`src/svt_pkg.sv`:
```
// shared types, constants and codes for the segmented vector table
package svt_pkg;
   localparam int SEGMENTS     = 10;
   localparam int MAX_CAPACITY = 16;
   localparam int DATA_WIDTH   = 32;
   localparam int SEG_W   = $clog2(SEGMENTS);
   localparam int SLOT_W  = $clog2(MAX_CAPACITY);
   localparam int CNT_W   = $clog2(MAX_CAPACITY + 1);
   localparam int DEPTH   = SEGMENTS * MAX_CAPACITY;
   localparam int ADDR_W  = $clog2(DEPTH);

   typedef enum logic [2:0] {
      REQ_CREATE = 3'd0, REQ_APPEND = 3'd1, REQ_POP = 3'd2,
      REQ_REMOVE = 3'd3, REQ_RESIZE = 3'd4, REQ_READ = 3'd5
   } req_code_type;

   typedef enum logic [3:0] {
      ST_OK = 4'd0, ST_BAD_POS = 4'd1, ST_BAD_SIZE = 4'd2, ST_EXISTS = 4'd3,
      ST_NONE = 4'd4, ST_FULL = 4'd5, ST_EMPTY = 4'd6, ST_NOT_FOUND = 4'd7,
      ST_BAD_NEW = 4'd8, ST_NO_MEM = 4'd9
   } status_code_type;

   typedef struct packed {
      logic [2:0]         req_type;
      logic [3:0]         segment;
      logic signed [31:0] item_value;
      logic signed [15:0] size_amount;
   } req_type_type;

   typedef struct packed {
      logic [3:0]         status;
      logic [4:0]         element_count;
      logic signed [31:0] element_value;
      logic               element_valid;
      logic               last;
   } rsp_type_type;

   typedef enum logic [2:0] {
      S_IDLE, S_DECIDE, S_SEARCH, S_SHIFT, S_READ, S_RESP
   } state_type;

   // controller -> datapath commands
   typedef struct packed {
      logic load;       // capture request
      logic decide;     // apply single-step requests, form status
      logic search_rd;  // issue read at index
      logic shift_wr;   // write shifted entry
      logic finish_rm;  // commit removal
      logic not_found;  // report not found
      logic read_rd;    // issue read-out read
      logic emit;       // place result in output register
      logic idx_inc;    // advance index
   } cmd_type;

   // datapath -> controller status
   typedef struct packed {
      logic go_search;
      logic go_read;
      logic idx_last;   // index is last valid entry
      logic match;      // read data equals value
      logic found;      // match already seen
   } stat_type;
endpackage

```
`src/svt_control.sv`:
```
// sequencer for request decode, search/shift and read-out
module svt_control import svt_pkg::*; (
   input  logic     clock,
   input  logic     reset,
   input  logic     req_valid,
   output logic     req_ready,
   output logic     rsp_valid,
   input  logic     rsp_ready,
   input  stat_type stat,
   output cmd_type  cmd
);
   state_type state_ff, state_in;
   logic      out_full_ff, out_full_in;
   logic      can_emit;

   assign can_emit = !out_full_ff || rsp_ready;
   assign rsp_valid = out_full_ff;

   // next state
   always_comb begin
      state_in = state_ff;
      unique case (state_ff)
         S_IDLE:   if (req_valid) state_in = S_DECIDE;
         S_DECIDE: begin
            if (stat.go_search || stat.go_read) state_in = S_SEARCH;
            else                                state_in = S_RESP;
         end
         // fetch one entry, then compare/shift or emit it
         S_SEARCH: begin
            if (stat.go_read) state_in = S_READ;
            else              state_in = S_SHIFT;
         end
         S_SHIFT: begin
            if (stat.idx_last) begin
               state_in = S_RESP;
            end else begin
               state_in = S_SEARCH;
            end
         end
         S_READ: begin
            if (can_emit && stat.idx_last) state_in = S_IDLE;
            else if (can_emit)             state_in = S_SEARCH;
         end
         S_RESP:   if (can_emit) state_in = S_IDLE;
         default:  state_in = S_IDLE;
      endcase
   end

   // outputs
   always_comb begin
      cmd         = '0;
      req_ready   = (state_ff == S_IDLE);
      out_full_in = out_full_ff && !rsp_ready;
      unique case (state_ff)
         S_IDLE:   cmd.load = req_valid;
         S_DECIDE: begin
            cmd.decide = 1'b1;
         end
         S_SEARCH: begin
            cmd.search_rd = !stat.go_read;
            cmd.read_rd   = stat.go_read;
         end
         S_SHIFT: begin
            cmd.shift_wr  = stat.found || stat.match;
            cmd.idx_inc   = 1'b1;
            if (stat.idx_last) begin
               cmd.finish_rm = stat.found || stat.match;
               cmd.not_found = !(stat.found || stat.match);
            end
         end
         S_READ: begin
            if (can_emit) begin
               cmd.emit    = 1'b1;
               cmd.idx_inc = 1'b1;
               out_full_in = 1'b1;
            end
         end
         S_RESP: begin
            if (can_emit && !stat.go_read) begin
               cmd.emit    = 1'b1;
               out_full_in = 1'b1;
            end
         end
         default: ;
      endcase
   end

   always_ff @(posedge clock) begin
      if (reset) begin
         state_ff    <= S_IDLE;
         out_full_ff <= 1'b0;
      end else begin
         state_ff    <= state_in;
         out_full_ff <= out_full_in;
      end
   end
endmodule

```
`config.mk`:
```
export PLATFORM = sky130hd
export DESIGN_NAME = svt_control
export DESIGN_NICKNAME = d
export VERILOG_FILES = /design/src/svt_pkg.sv /design/src/svt_control.sv
export SDC_FILE = /design/constraint.sdc
export NUM_CORES = 1
export LEC_CHECK = 0
export BUFFER_PORTS_ARGS = -buffer_cell sky130_fd_sc_hd__buf_2
export CORE_AREA = 2 2 39 41
export DETAILED_ROUTE_END_ITERATION = 8
export DIE_AREA = 0 0 41 43
export SLEW_MARGIN = 10
export SYNTH_ARGS = -nofsm -noshare
export SYNTH_HDL_FRONTEND = slang
export SYNTH_SLANG_ARGS = --single-unit
```
`constraint.sdc`:
```
create_clock -name clock -period 1.3 [get_ports clock]
set_clock_uncertainty 0.05 [all_clocks]
set_input_delay 0.26 -clock clock [delete_from_list [all_inputs] [get_ports clock]]
set_output_delay 0.26 -clock clock [all_outputs]
set_load 0.05 [all_outputs]
```
Word level (Yosys, flattened, before mapping)

Index checks and enable logic that the tools add are counted.

Register bits: 4
Input bits: 9

Equal/unequal tests: 8
Multiplexer cells: 21
Reduce and logical (&&, ||, !) cells: 12

Operators with widths:

| kind                 | number |
|---|---|
| $mux W3              | 8 |
| $pmux W3 S6          | 1 |
| $mux W1              | 7 |
| $eq A3 B2 Y1 const B | 2 |
| $eq A3 B3 Y1 const B | 2 |
| $pmux W1 S2          | 3 |
| $logic_not A1 Y1     | 4 |
| $mux W2              | 2 |
| $ne A2 B2 Y1 const B | 2 |
| $eq A3 B1 Y1 const B | 1 |
| $logic_and A1 B1 Y1  | 3 |
| $logic_not A3 Y1     | 1 |
| $logic_or A1 B1 Y1   | 3 |
| $ne A3 B3 Y1 const B | 1 |
| $reduce_and A3 Y1    | 1 |

Logic depth before layout (Yosys ltp)

Word-level depth: 5
Mapped depth: 4
Gate-level depth less buffers: 3

Worst setup path before layout

No wires, ideal clock.

Path kind: register to output
From: register state_ff[0]
To: output cmd[8] (netlist name)
Arrival time: 2.175 ns
Path slack: -1.185 ns
Stages on the path, launching flop included: 4
Path buffers: 1
Cells stage by stage: dfxtp_1 > buf_4 > nor3_1 > and2_1

RTL lines:

| item                   | line              | RTL |
|---|---|---|
| from (decl)            | svt_control.sv:12 | `state_type state_ff, state_in;` |
| from (signal assigned) | svt_control.sv:93 | `state_ff <= state_in;` |
| to (decl)              | svt_control.sv:10 | `output cmd_type cmd` |

==> run metrics <==
status complete, but fails checks; failing checks setup timing; RSZ-0062 raised after global routing true; delay-heaviest family, CP flip-flops; drt first-iter violations 10; NumNets Final 101; CTS tree yes; Worst Setup End Kind output port; layout cells sized above 1 0.835; crit path max-delay cell type dfxtp_4; Post-synth EDFFs 0; sequential area share after synthesis 0.226; Rows 14; top_reg_cell synth dfxtp_1; Worst-path clk slew 0.04 ns; Layout Cells excl Fill 107; final hold vios 0; asr flop ratio synth 0; WP data required 0.99 ns; fin. max-slew vios 0; first-pass GRT wire length 2390 µm; Placed Instances 98; Initial Util 0.256; routed vias 520; final WL 1460 µm; DP HPWL 1010 µm; Die Footprint 1760 µm²; worst-skew pair later-pin latency 0.24 ns; GR Overflow Total 0; final setup violation count 11; Synth top area share 0.226; CP endpoint cmd[6]; syn_nets 54; ANT nets after route 0; Antenna Cells 0; synthesized area per cell 7.87 µm²; number of max-cap violations 0; HP Class in2reg; Worst R2R Setup Slack -0.01 ns; 1st-pass router iterations 4; final worst setup slack -0.259 ns; synth top area cells dfxtp_1 23%, nor2_1 5.3%, o32ai_1 4.9%, nor3_4 4.6%, o41ai_2 4.6%; yosys warns 0; vias in the first global route 562; f_max 0.642 GHz; IO buf count 19; critical-path cell list buf_12, nor4_4, buf_6; largest net degree at the start of global routing 8; count leader, synth nor2_1; Worst-Margin Slew 0.315 ns; fin crit share 1.20; Worst setup SP type register; Die W 41 µm; CP Class reg2out; hold path depth 2; total CTS buffers 3; via/cell ratio 4.86; Worst path max stage delay 0.36 ns; cell taking the most area after synthesis dfxtp_1; Power per Cell Area 821 nW/µm²; Critical Path Fanout Max 7; synth cell count leaders 5 x nor2_1, 4 x dfxtp_1, 3 x a21oi_1, 3 x nand2_1, 3 x nor3_1; I/O pin count 20; Core Area 1380 µm²; Layout Utilization 0.690; DR DRC count 0; Root Buffer clkbuf_4; Worst Path Arrival 1.25 ns; worst reg2reg path startpoint state_ff[1]; RD Place Congestion 0.888; Cell variety after synth 26; Avg WL per Cell 13.7 µm; synthesized cell area 354 µm²; fin crit period 1.56 ns; Buffers & Inverters on Critical Path 2; Tot GR Track Use 0.202; r2r worst-path depth 4; Crit Reg-Reg Endpoint state_ff[0]; Slew HR 0.789; synthesized instance count 45; leakage 0.399 nW; Peak VDD IR 0.000540 V; Seq cells post-synth 4; Area Growth Syn to Fin 170%; Clock Path Buffers 2; CP startpoint state_ff[0]; clk sink count 4; number of cells on the critical path 3; initial antenna violation count 0; DIE HEIGHT 43 µm; H-Tree Depth 1
[per-stage QoR]
stage	worst slack, ns	hold WS, ns	area [µm²]	total power [mW]	setup TNS [ns]
5_1_grt	-0.305	0.178	955	0.835	-2.66
2_1_floorplan	-0.269	0.269	463	0.366	-1.12
4_1_cts	-0.242	0.169	917	0.762	-2.00
3_3_place_gp	-0.147	0.430	727	0.496	-0.616
6_report	-0.259	0.177	955	0.783	-1.99
3_5_place_dp	-0.140	0.431	727	0.499	-0.757
[registers in the layout, summed over array words and instances, names as in the netlist]
name / count
rsp_valid: 1
state_ff: 3
[logic make-up after synthesis]
group / synth area share
AND/OR/NAND/NOR: 0.424
AO/OA/AOI/OAI: 0.261
buffers and inverters: 0.0883
flip-flops: 0.226
[cell type report]
type | instances | area, µm²
clock buffers | 4 | 26.3
fillers | 108 | 429
inverters | 2 | 7.51
multi-input cells | 36 | 400
flip-flops and latches | 4 | 95.1
well taps | 16 | 20.0
repair buffers | 45 | 405
[what timing repair did]
action / CTS / global route
cloned: 0 / 0
hold endpoints to repair: 0 / 0
pin swaps: 6 / 6
gates resized for setup: 37 / 8
setup endpoints to repair: 10 / 13
hold buffers: 0 / 0
buffers inserted: 5 / 2
[power by group]
part           internal, mW  total, mW  leakage [nW]  switching [mW]
combinational         0.221      0.450         0.349           0.229
clock                 0.116      0.183        0.0150          0.0667
sequential            0.131      0.150        0.0356          0.0195
total                 0.468      0.783         0.399           0.315
[worst register-to-register path, stage by stage, from the launching register on]
cell and delay, ns:
dfxtp_4 0.37, buf_4 0.16, and2_2 0.19, a211oi_1 0.33, o41ai_2 0.09
[worst min-delay path by stage]
stage | start | endpoint
2_1_floorplan | reset | rsp_valid
3_3_place_gp | reset | rsp_valid
3_5_place_dp | reset | rsp_valid
4_1_cts | reset | rsp_valid
5_1_grt | reset | rsp_valid
6_report | reset | rsp_valid
[cells in the final DEF, fill, tap and decap left out, drive strengths merged]
master / n
buf: 45
nor2: 5
dfxtp: 4
nor3: 4
clkbuf: 4
a21oi: 3
nand2b: 3
nand2: 3
inv: 2
nor4: 2
nor2b: 2
o21ai: 2
o32ai: 2
and2: 2
a211oi: 2
and3: 1
and2b: 1
o311a: 1
nand4: 1
o41ai: 1
a32oi: 1
[per-layer routing]
| metal | track usage | vias up | wire length (µm) |
|---|---|---|---|
| met1 | 0.249 | 243 | 629 |
| li1 | - | 260 | - |
| met5 | 0 | - | 0 |
| met4 | 0.0800 | 0 | 0 |
| met3 | 0.0314 | 0 | 73 |
| met2 | 0.331 | 17 | 761 |
No activity file was read; power rests on OpenSTA's default activity.
